$ cat config.mk
export PLATFORM = sky130hd
export DESIGN_NAME = alternating_bit_sender_unit_flat
export DESIGN_NICKNAME = d
export VERILOG_FILES = /design/src/hdl/altbit_pkg.sv /design/src/hdl/altbit_evt_if.sv /design/src/hdl/altbit_res_if.sv /design/src/hdl/alternating_bit_sender_unit.sv /design/src/flat_wrapper.sv
export SDC_FILE = /design/constraint.sdc
export NUM_CORES = 1
export LEC_CHECK = 0
export ABC_AREA = 1
export BUFFER_PORTS_ARGS = -buffer_cell sky130_fd_sc_hd__buf_2
export CORE_UTILIZATION = 40
export CTS_CLUSTER_DIAMETER = 150
export DETAILED_ROUTE_END_ITERATION = 16
export SYNTH_ARGS = -nofsm -noshare
export SYNTH_HDL_FRONTEND = slang
export SYNTH_SLANG_ARGS = --single-unit
$ cat constraint.sdc
create_clock -name clk_i -period 9.3 [get_ports clk_i]
set_clock_uncertainty 0.15 [all_clocks]
set_input_delay 0.93 -clock clk_i [delete_from_list [all_inputs] [get_ports clk_i]]
set_output_delay 0.93 -clock clk_i [all_outputs]
set_load 0.05 [all_outputs]
$ cat src/hdl/altbit_pkg.sv
package altbit_pkg;

  // payload geometry
  localparam int PayloadBytes = 20;
  localparam int PayloadBits  = 160;
  localparam int CsumWidth    = 13;
  localparam int TimerWidth   = 16;
  localparam logic [TimerWidth-1:0] TimeoutReset = 16'd15;

  // event codes on the input channel
  typedef enum logic [1:0] {
    CmdMessage = 2'd0,
    CmdPacket  = 2'd1,
    CmdTimer   = 2'd2
  } cmd_e;

  // result status codes
  typedef enum logic [2:0] {
    StSent       = 3'd0,
    StBusy       = 3'd1,
    StCorruptAck = 3'd2,
    StWrongAck   = 3'd3,
    StAckOk      = 3'd4,
    StResent     = 3'd5,
    StTimerIgn   = 3'd6
  } status_e;

  // sum of the counted payload bytes, each byte signed, as a balanced adder tree
  function automatic logic signed [CsumWidth-1:0] byte_sum(input logic [PayloadBits-1:0] data);
    logic signed [CsumWidth-1:0] part [PayloadBytes];
    for (int i = 0; i < PayloadBytes; i++) begin
      part[i] = CsumWidth'(signed'(data[8*i +: 8]));
    end
    // pairwise reduction, an odd leftover moves up unchanged
    for (int n = PayloadBytes; n > 1; n = (n + 1) / 2) begin
      for (int j = 0; j < n / 2; j++) begin
        part[j] = part[2*j] + part[2*j+1];
      end
      if (n % 2 == 1) begin
        part[n/2] = part[n-1];
      end
    end
    return part[0];
  endfunction

endpackage

$ cat src/hdl/altbit_evt_if.sv
interface altbit_evt_if;
  logic               valid;
  logic               ready;
  logic [1:0]         command;
  logic               seq_bit;
  logic               ack_bit;
  logic signed [15:0] in_checksum;
  logic [63:0]        payload_lo;
  logic [63:0]        payload_mid;
  logic [31:0]        payload_hi;

  modport source (output valid, command, seq_bit, ack_bit, in_checksum,
                  payload_lo, payload_mid, payload_hi, input ready);
  modport sink (input valid, command, seq_bit, ack_bit, in_checksum,
                payload_lo, payload_mid, payload_hi, output ready);
endinterface

$ cat src/hdl/altbit_res_if.sv
interface altbit_res_if;
  logic               valid;
  logic               ready;
  logic               send_valid;
  logic               out_seq;
  logic               out_ack;
  logic signed [12:0] out_checksum;
  logic [63:0]        out_payload_lo;
  logic [63:0]        out_payload_mid;
  logic [31:0]        out_payload_hi;
  logic               start_timer;
  logic               stop_timer;
  logic [15:0]        timer_load;
  logic [2:0]         status;

  modport source (output valid, send_valid, out_seq, out_ack, out_checksum,
                  out_payload_lo, out_payload_mid, out_payload_hi, start_timer,
                  stop_timer, timer_load, status, input ready);
  modport sink (input valid, send_valid, out_seq, out_ack, out_checksum,
                out_payload_lo, out_payload_mid, out_payload_hi, start_timer,
                stop_timer, timer_load, status, output ready);
endinterface

$ cat src/hdl/alternating_bit_sender_unit.sv
// an accepted transaction goes into the input register and then into the result
//   register, from which the result channel takes it; one transaction per cycle
//   while the result channel is ready; the checksum adder tree sits between
//   the input register and the result register, state updates in the same cycle
// reset (rst_ni low, async): idle, current bit 0, timeout 15, both stages empty;
//   the stored packet copy is not reset and is only read after a message wrote it
module alternating_bit_sender_unit (
  input  logic         clk_i,
  input  logic         rst_ni,
  input  logic         cfg_we_i,
  input  logic [15:0]  cfg_wdata_i,
  altbit_evt_if.sink   evt_i,
  altbit_res_if.source res_o
);

  // configuration register
  logic [altbit_pkg::TimerWidth-1:0] timeout_q;

  // input stage
  logic        s1_valid_q;
  logic [1:0]  s1_cmd_q;
  logic        s1_seq_q;
  logic        s1_ack_q;
  logic signed [15:0] s1_csum_q;
  logic [altbit_pkg::PayloadBits-1:0] s1_data_q;
  logic        s1_adv;

  // protocol state
  logic        waiting_q, waiting_d;
  logic        cur_bit_q, cur_bit_d;
  logic        sent_bit_q;
  logic [altbit_pkg::PayloadBits-1:0] saved_data_q;
  logic signed [altbit_pkg::CsumWidth-1:0] saved_csum_q;
  logic        save_en;

  // result stage
  logic        out_valid_q;
  logic        send_q, start_q, stop_q;
  logic        bit_q;
  logic signed [altbit_pkg::CsumWidth-1:0] csum_q;
  logic [altbit_pkg::PayloadBits-1:0] data_q;
  logic [altbit_pkg::TimerWidth-1:0] load_q;
  logic [2:0]  status_q;

  // combinational results
  logic signed [altbit_pkg::CsumWidth-1:0] sum_bytes, msg_sum, pkt_sum;
  logic        send_d, start_d, stop_d, bit_d;
  logic signed [altbit_pkg::CsumWidth-1:0] csum_d;
  logic [altbit_pkg::PayloadBits-1:0] data_d;
  altbit_pkg::status_e status_d;

  assign s1_adv      = s1_valid_q && (!out_valid_q || res_o.ready);
  assign evt_i.ready = !s1_valid_q || s1_adv;

  // configuration write
  always_ff @(posedge clk_i or negedge rst_ni) begin
    if (!rst_ni) begin
      timeout_q <= altbit_pkg::TimeoutReset;
    end else if (cfg_we_i) begin
      timeout_q <= cfg_wdata_i;
    end
  end

  // input register
  always_ff @(posedge clk_i or negedge rst_ni) begin
    if (!rst_ni) begin
      s1_valid_q <= 1'b0;
    end else if (evt_i.ready) begin
      s1_valid_q <= evt_i.valid;
    end
  end

  always_ff @(posedge clk_i) begin
    if (evt_i.valid && evt_i.ready) begin
      s1_cmd_q  <= evt_i.command;
      s1_seq_q  <= evt_i.seq_bit;
      s1_ack_q  <= evt_i.ack_bit;
      s1_csum_q <= evt_i.in_checksum;
      s1_data_q <= {evt_i.payload_hi, evt_i.payload_mid, evt_i.payload_lo};
    end
  end

  // checksums for an outgoing message and an arriving packet
  assign sum_bytes = altbit_pkg::byte_sum(s1_data_q);
  assign msg_sum   = sum_bytes + altbit_pkg::CsumWidth'({cur_bit_q, cur_bit_q} == 2'b11 ? 2 :
                                                        (cur_bit_q ? 1 : 0));
  assign pkt_sum   = sum_bytes + altbit_pkg::CsumWidth'(s1_seq_q) +
                     altbit_pkg::CsumWidth'(s1_ack_q);

  // event decode
  always_comb begin
    waiting_d = waiting_q;
    cur_bit_d = cur_bit_q;
    save_en   = 1'b0;
    send_d    = 1'b0;
    start_d   = 1'b0;
    stop_d    = 1'b0;
    status_d  = altbit_pkg::StTimerIgn;
    unique case (altbit_pkg::cmd_e'(s1_cmd_q))
      altbit_pkg::CmdMessage: begin
        if (waiting_q) begin
          status_d = altbit_pkg::StBusy;
        end else begin
          save_en   = 1'b1;
          waiting_d = 1'b1;
          send_d    = 1'b1;
          start_d   = 1'b1;
          status_d  = altbit_pkg::StSent;
        end
      end
      altbit_pkg::CmdPacket: begin
        if (!waiting_q) begin
          status_d = altbit_pkg::StWrongAck;
        end else if (16'(pkt_sum) != s1_csum_q) begin
          status_d = altbit_pkg::StCorruptAck;
        end else if (s1_ack_q != sent_bit_q) begin
          status_d = altbit_pkg::StWrongAck;
        end else begin
          cur_bit_d = !cur_bit_q;
          waiting_d = 1'b0;
          stop_d    = 1'b1;
          status_d  = altbit_pkg::StAckOk;
        end
      end
      altbit_pkg::CmdTimer: begin
        if (waiting_q) begin
          send_d   = 1'b1;
          start_d  = 1'b1;
          status_d = altbit_pkg::StResent;
        end
      end
      default: begin
        status_d = altbit_pkg::StTimerIgn;
      end
    endcase
  end

  // packet contents: a fresh message bypasses the stored copy
  assign bit_d  = save_en ? cur_bit_q : sent_bit_q;
  assign csum_d = save_en ? msg_sum : saved_csum_q;
  assign data_d = save_en ? s1_data_q : saved_data_q;

  // protocol state update
  always_ff @(posedge clk_i or negedge rst_ni) begin
    if (!rst_ni) begin
      waiting_q  <= 1'b0;
      cur_bit_q  <= 1'b0;
      sent_bit_q <= 1'b0;
    end else if (s1_adv) begin
      waiting_q <= waiting_d;
      cur_bit_q <= cur_bit_d;
      if (save_en) begin
        sent_bit_q <= cur_bit_q;
      end
    end
  end

  // stored copy for retransmission
  always_ff @(posedge clk_i) begin
    if (s1_adv && save_en) begin
      saved_data_q <= s1_data_q;
      saved_csum_q <= msg_sum;
    end
  end

  // result register
  always_ff @(posedge clk_i or negedge rst_ni) begin
    if (!rst_ni) begin
      out_valid_q <= 1'b0;
    end else if (s1_adv) begin
      out_valid_q <= 1'b1;
    end else if (res_o.ready) begin
      out_valid_q <= 1'b0;
    end
  end

  always_ff @(posedge clk_i) begin
    if (s1_adv) begin
      send_q   <= send_d;
      start_q  <= start_d;
      stop_q   <= stop_d;
      bit_q    <= send_d & bit_d;
      csum_q   <= send_d ? csum_d : '0;
      data_q   <= send_d ? data_d : '0;
      load_q   <= start_d ? timeout_q : '0;
      status_q <= status_d;
    end
  end

  // result channel
  assign res_o.valid           = out_valid_q;
  assign res_o.send_valid      = send_q;
  assign res_o.out_seq         = bit_q;
  assign res_o.out_ack         = bit_q;
  assign res_o.out_checksum    = csum_q;
  assign res_o.out_payload_lo  = data_q[63:0];
  assign res_o.out_payload_mid = data_q[127:64];
  assign res_o.out_payload_hi  = data_q[159:128];
  assign res_o.start_timer     = start_q;
  assign res_o.stop_timer      = stop_q;
  assign res_o.timer_load      = load_q;
  assign res_o.status          = status_q;

endmodule

$ cat src/flat_wrapper.sv
// flat-port wrapper written by rule: the top's interface ports become plain ports
module alternating_bit_sender_unit_flat 
  (clk_i, rst_ni, cfg_we_i, cfg_wdata_i, evt_i_valid, evt_i_command, evt_i_seq_bit, evt_i_ack_bit, evt_i_in_checksum, evt_i_payload_lo, evt_i_payload_mid, evt_i_payload_hi, evt_i_ready, res_o_valid, res_o_send_valid, res_o_out_seq, res_o_out_ack, res_o_out_checksum, res_o_out_payload_lo, res_o_out_payload_mid, res_o_out_payload_hi, res_o_start_timer, res_o_stop_timer, res_o_timer_load, res_o_status, res_o_ready);
  altbit_evt_if evt_i_i ();
  altbit_res_if res_o_i ();
  input  logic clk_i;
  input  logic rst_ni;
  input  logic cfg_we_i;
  input  logic [15:0] cfg_wdata_i;
  input wire logic [$bits(evt_i_i.valid)-1:0] evt_i_valid;
  input wire logic [$bits(evt_i_i.command)-1:0] evt_i_command;
  input wire logic [$bits(evt_i_i.seq_bit)-1:0] evt_i_seq_bit;
  input wire logic [$bits(evt_i_i.ack_bit)-1:0] evt_i_ack_bit;
  input wire logic [$bits(evt_i_i.in_checksum)-1:0] evt_i_in_checksum;
  input wire logic [$bits(evt_i_i.payload_lo)-1:0] evt_i_payload_lo;
  input wire logic [$bits(evt_i_i.payload_mid)-1:0] evt_i_payload_mid;
  input wire logic [$bits(evt_i_i.payload_hi)-1:0] evt_i_payload_hi;
  output wire logic [$bits(evt_i_i.ready)-1:0] evt_i_ready;
  output wire logic [$bits(res_o_i.valid)-1:0] res_o_valid;
  output wire logic [$bits(res_o_i.send_valid)-1:0] res_o_send_valid;
  output wire logic [$bits(res_o_i.out_seq)-1:0] res_o_out_seq;
  output wire logic [$bits(res_o_i.out_ack)-1:0] res_o_out_ack;
  output wire logic [$bits(res_o_i.out_checksum)-1:0] res_o_out_checksum;
  output wire logic [$bits(res_o_i.out_payload_lo)-1:0] res_o_out_payload_lo;
  output wire logic [$bits(res_o_i.out_payload_mid)-1:0] res_o_out_payload_mid;
  output wire logic [$bits(res_o_i.out_payload_hi)-1:0] res_o_out_payload_hi;
  output wire logic [$bits(res_o_i.start_timer)-1:0] res_o_start_timer;
  output wire logic [$bits(res_o_i.stop_timer)-1:0] res_o_stop_timer;
  output wire logic [$bits(res_o_i.timer_load)-1:0] res_o_timer_load;
  output wire logic [$bits(res_o_i.status)-1:0] res_o_status;
  input wire logic [$bits(res_o_i.ready)-1:0] res_o_ready;
  assign evt_i_i.valid = evt_i_valid;
  assign evt_i_i.command = evt_i_command;
  assign evt_i_i.seq_bit = evt_i_seq_bit;
  assign evt_i_i.ack_bit = evt_i_ack_bit;
  assign evt_i_i.in_checksum = evt_i_in_checksum;
  assign evt_i_i.payload_lo = evt_i_payload_lo;
  assign evt_i_i.payload_mid = evt_i_payload_mid;
  assign evt_i_i.payload_hi = evt_i_payload_hi;
  assign evt_i_ready = evt_i_i.ready;
  assign res_o_valid = res_o_i.valid;
  assign res_o_send_valid = res_o_i.send_valid;
  assign res_o_out_seq = res_o_i.out_seq;
  assign res_o_out_ack = res_o_i.out_ack;
  assign res_o_out_checksum = res_o_i.out_checksum;
  assign res_o_out_payload_lo = res_o_i.out_payload_lo;
  assign res_o_out_payload_mid = res_o_i.out_payload_mid;
  assign res_o_out_payload_hi = res_o_i.out_payload_hi;
  assign res_o_start_timer = res_o_i.start_timer;
  assign res_o_stop_timer = res_o_i.stop_timer;
  assign res_o_timer_load = res_o_i.timer_load;
  assign res_o_status = res_o_i.status;
  assign res_o_i.ready = res_o_ready;
  alternating_bit_sender_unit u_core (.clk_i(clk_i), .rst_ni(rst_ni), .cfg_we_i(cfg_we_i), .cfg_wdata_i(cfg_wdata_i), .evt_i(evt_i_i), .res_o(res_o_i));
endmodule
==> Word level (Yosys, flattened, before mapping) <==
Index checks and enable logic that the tools add are counted.
{ "op_classes": {"add_sub_neg": 22, "n_eq_ne": 5, "mux": 22, "bitwise_logic": 5, "reduce_logical": 14} }
{ "op_table": {"columns": ["cell", "n"], "rows": [
  ["$mux W160", 1],
  ["$add A13 B13 Y13", 10],
  ["$add A8 B8 Y9", 10],
  ["$add A13 B1 Y13", 2],
  ["$mux W13", 2],
  ["$ne A13 B16 Y1", 1],
  ["$mux W1", 12],
  ["$mux W3", 3],
  ["$pmux W3 S3", 1],
  ["$reduce_and A5 Y1", 1],
  ["$eq A2 B2 Y1 const B", 2],
  ["$not A1 Y1", 4],
  ["$pmux W1 S2", 2],
  ["$reduce_bool A2 Y1", 2],
  ["$logic_and A1 B1 Y1", 3],
  ["$logic_not A1 Y1", 3],
  ["$reduce_or A3 Y1", 1],
  ["$eq A2 B1 Y1 const B", 1],
  ["$logic_not A2 Y1", 1],
  ["$logic_or A1 B1 Y1", 2],
  ["$mux W2", 1],
  ["$reduce_and A2 Y1", 1],
  ["$and A1 B1 Y1", 1],
  ["$ne A1 B1 Y1", 1]
]} }
{ "word_totals": {"register_bits": 569, "in_bits": 201, "output_inout_bits": 199, "elab_cells": 88} }

==> Depth between registers and ports, before layout <==
{ "logic_depth": {"ltp_word": 11, "mapped_depth": 40} }

==> Worst setup path after synthesis <==
OpenSTA, ideal clock, no wires.
{ "synth_timing": {"kind": "input -> register", "startpoint": "input port res_o_ready", "endpoint": "register u_core.saved_csum_q[0] (netlist name) (enable)", "arrival_time_ns": 8.346, "slack_ns": 0.095, "path_stages": 4, "cell_sequence": "inv_1 > nand2_1 > nand2_1 > nor2_1"} }
{ "synth_via": {"elab_chain_len": 3} }
{ "synth_lines": {"columns": ["item", "line_no", "text"], "rows": [
  ["start: declaration", "flat_wrapper.sv:31", "input wire logic [$bits(res_o_i.ready)-1:0] res_o_ready;"],
  ["$logic_or A1 B1 Y1", "alternating_bit_sender_unit.sv:52", "assign s1_adv = s1_valid_q && (!out_valid_q || res_o.ready);"],
  ["$logic_and A1 B1 Y1", "alternating_bit_sender_unit.sv:52", null],
  ["$logic_and A1 B1 Y1", "alternating_bit_sender_unit.sv:160", "if (s1_adv && save_en) begin"],
  ["end signal: assignment", "alternating_bit_sender_unit.sv:162", "saved_csum_q <= msg_sum;"],
  ["end: declaration", "alternating_bit_sender_unit.sv:33", "logic signed [altbit_pkg::CsumWidth-1:0] saved_csum_q;"]
]} }
Every way passes these cells.
A chain may end at the register's enable or synchronous reset.

==> Worst setup path after layout <==
{ "layout_timing": {"startpoint": "register u_core.s1_data_q[114] (netlist name)", "endpoint": "register u_core.status_q[1] (netlist: u_core.res_o.status[1]), data pin"} }
{ "layout_via": {"elab_chain_len": 11} }
{ "layout_lines": {"columns": ["item", "line_no", "text"], "rows": [
  ["start: declaration", "alternating_bit_sender_unit.sv:25", "logic [altbit_pkg::PayloadBits-1:0] s1_data_q;"],
  ["start signal: assignment", "alternating_bit_sender_unit.sv:79", "s1_data_q <= {evt_i.payload_hi, evt_i.payload_mid, evt_i.payload_lo};"],
  ["$add A8 B8 Y9", "altbit_pkg.sv:37", "part[j] = part[2*j] + part[2*j+1];"],
  ["$add A13 B13 Y13 (4 in a row)", "altbit_pkg.sv:37", null],
  ["$add A13 B1 Y13 (2 in a row)", "alternating_bit_sender_unit.sv:87", "assign pkt_sum = sum_bytes + altbit_pkg::CsumWidth'(s1_seq_q) +"],
  ["$ne A13 B16 Y1", "alternating_bit_sender_unit.sv:114", "end else if (16'(pkt_sum) != s1_csum_q) begin"],
  ["$mux W3", "alternating_bit_sender_unit.sv:114", null],
  ["$mux W3", "alternating_bit_sender_unit.sv:112", "if (!waiting_q) begin"],
  ["$pmux W3 S3", "alternating_bit_sender_unit.sv:99", "unique case (altbit_pkg::cmd_e'(s1_cmd_q))"],
  ["via u_core.status_d[1]", "alternating_bit_sender_unit.sv:50", "altbit_pkg::status_e status_d;"],
  ["end signal: assignment", "alternating_bit_sender_unit.sv:186", "status_q <= status_d;"],
  ["end: declaration", "alternating_bit_sender_unit.sv:43", "logic [2:0] status_q;"]
]} }
The timed path passes the listed nets, and every way through them passes these cells.

==> flow_metrics.py <==
metrics = {
    "layout": {
        "nets": 2938,
        "drive_above_1_share_pct": 20.9,
        "mostFrequentLayoutCells": "548 x edfxtp_1, 515 x nand2_1, 399 x buf_2, 234 x inv_1, 217 x a21oi_1",
        "layout_commonest_cell": "edfxtp_1",
        "final_util_pct": 48.3,
        "syn_to_final_growth_pct": 18.9,
    },
    "floorplanning": {
        "die_h_um": 258,
        "die_w_um": 258,
        "die-area_um2": 66700,
        "rows": 93,
        "core_um2": 64700,
        "start_util_pct": 40.6,
        "ios": 400,
    },
    "routing": {
        "routedWlPerCell_um": 19.6,
        "wirelength_mm": 67.8,
        "ant_nets": 0,
        "vias": 16900,
        "via_per_inst": 4.89,
        "drtIter0Drc": 1081,
        "drc_errors": 0,
        "dr.pass1.iters": 7,
    },
    "setup_path": {
        "reg2reg_from": "u_core.s1_data_q[114]",
        "cpMaxStageDelayCell": "fa_1",
        "r2r_slack_ns": 1.82,
        "critical_path_cell_count": 36,
        "r2r_end": "u_core.res_o.status[1]",
        "cp-endpoint": "u_core.res_o.status[1]",
        "critPathTopFamily": "adder cells",
        "cp-end-kind": "flip-flop",
        "crit_buf_inv": 5,
        "cp-startpoint": "u_core.s1_data_q[114]",
        "arrival_ns": 7.70,
        "crit_required_ns": 9.52,
        "crit_fanout": 6,
        "rr_worst_depth": 36,
        "path_class": "reg2reg",
        "critPathLaunchType": "flip-flop",
        "critPathMaxStageDelay_ns": 0.58,
        "cp_common_cell": "nand2_1",
    },
    "synth": {
        "syn_nets": 2530,
        "synth_cell_types": 36,
        "yosysWarnings": 0,
        "synth_top_area_share_pct": 62.7,
        "ys_ff_latch": 569,
        "seq_area_frac_synth_pct": 64.7,
        "synth_area_leaders": "edfxtp_1 63%, nand2_1 7.4%, fa_1 6.6%",
        "syn_inst": 2143,
        "syn-cell-area_um2": 26300,
        "yosys.area.top_type": "edfxtp_1",
        "synth-main-ff-cell": "edfxtp_1",
        "synth_edf_count": 548,
        "async_flop_share_pct": 3.69,
        "avgSynthCellArea_um2": 12.3,
    },
    "clock_tree": {
        "ctsHoldBuffers": 0,
        "cts-root-buf": "clkbuf_16",
        "cts_tree": "yes",
        "cts-resized-gates": 0,
        "clock_latency_ns": 0.62,
        "h-tree-depth": 2,
        "ctsLongestPathBuffers": 3,
        "cts.clk_slew.worst_paths_ns": 0.06,
        "numCtsBuffers": 59,
        "cts_sinks": 569,
        "post-cts-setup-buffers": 0,
    },
    "worst_hold_path": {
        "hold_class": "in2async",
    },
    "timing": {
        "drv_slew": 0,
        "rsz0062_at_grt": "false",
        "fin_worst_hold_slack_ns": 0.180,
        "fmax_mhz": 134,
        "hold_viol_final": 0,
        "worst_slew_pin_slew_ns": 1.18,
        "period_share_pct": 80.4,
        "setup_violations": 0,
        "min_period_ns": 7.48,
        "finalSetupTns_ns": 0,
        "slew_headroom_pct": 21.3,
    },
    "placed_design": {
        "io_buffers": 399,
        "hpwl_mm": 48.0,
        "routabilityCongestion": 0.856,
    },
    "flow_run": {
        "drv_cap": 0,
    },
    "grt": {
        "grt_pass1_vias": 16800,
        "grt_pass1_wl_mm": 101,
        "grt_max_degree": 122,
        "grt_antenna_before_repair": 13,
        "grt-ovfl-total": 0,
        "grt_usage_pct": 20.2,
    },
    "outcome": {
        "outcome": "finished clean",
    },
}
==> cell usage after synthesis, types with 9 or more instances <==
master    instances
nand4_1          14
xor2_1           52
clkbuf_1         60
nand2_1         515
a22oi_1           9
ha_1             99
xnor2_1          25
o21ai_0          47
dfrtp_1          17
edfxtp_1        548
a21oi_1         217
nor2_1           80
o21bai_1         11
nor3_1           14
nand2_2           9
inv_1           237
nand3_1          58
fa_1             87
==> layout make-up <==
class                   count  area, um2
fillers                  5819      33500
flip-flops and latches    569      17000
multi-input cells        1267       8120
repair buffers            410       2080
clock buffers              71       1550
well taps                 855       1070
inverters                 244        941
clock inverters            41        455
diodes                      6       15.0
==> logic make-up (layout without fill, tap and decap cells) <==
| group | Yosys count | after routing | synth area share, % |
|---|---|---|---|
| xor+xnor | 77 | 77 | 2.57 |
| other cells | 0 | 6 | 0 |
| fa+ha+maj | 186 | 186 | 11.4 |
| flops | 569 | 569 | 64.7 |
| simple gates | 711 | 711 | 11.1 |
| buf+inv | 307 | 766 | 4.42 |
| compound gates | 293 | 293 | 5.84 |
==> worst min path at each step <==
stage                               end                   from  depth (start not counted)  slack, ns
6_report           u_core.timeout_q[13]                 rst_ni                          1       0.18
3_3_place_gp    u_core.saved_data_q[32]   u_core.s1_data_q[32]                          0       0.31
4_1_cts             u_core.timeout_q[6]                 rst_ni                          1       0.15
5_1_grt            u_core.timeout_q[15]                 rst_ni                          1       0.18
3_5_place_dp   u_core.saved_data_q[137]  u_core.s1_data_q[137]                          0       0.32
2_1_floorplan  u_core.saved_data_q[137]  u_core.s1_data_q[137]                          0       0.30
==> sequential cells by signal, summed over array words and instances, names as in the netlist, 2 cells and up <==
register and cells:
u_core.s1_data_q 160, u_core.saved_data_q 160, u_core.res_o.out_checksum 13, u_core.res_o.timer_load 16, u_core.s1_cmd_q 2, u_core.saved_csum_q 13
u_core.timeout_q 16, u_core.data_q 160, u_core.s1_csum_q 16, u_core.res_o.status 3
==> metal layers <==
metal	global-route usage (%)	share of wire, %	up-vias
li1	-	-	8117
met1	27.0	43	8177
met2	32.7	48	493
met3	4.26	6.1	123
met4	6.67	2.8	14
met5	0	0.13	-
==> per-stage QoR <==
stage | cell area, um2 | std cells | setup WS, ns
finish | 31200 | 3463 | 1.82
global route | 31200 | 3462 | 1.26
CTS | 31200 | 3457 | 1.78
detailed placement | 29200 | 3345 | 1.81
global placement | 29200 | 3345 | 1.92
floorplan | 26300 | 2143 | 0.0951
==> worst register-to-register path, delay by kind of cell (launching register included) <==
family,cells,cell delay (ns)
buffers and inverters,5,0.26
XOR/XNOR,1,0.33
AO/OA/AOI/OAI,6,0.92
AND/OR/NAND/NOR,17,1.68
adder cells (fa/ha/maj),7,3.46
flip-flops,1,0.41
Power is not shown: default switching activity piles up to over one toggle a cycle in this logic, so the estimate is an artifact.
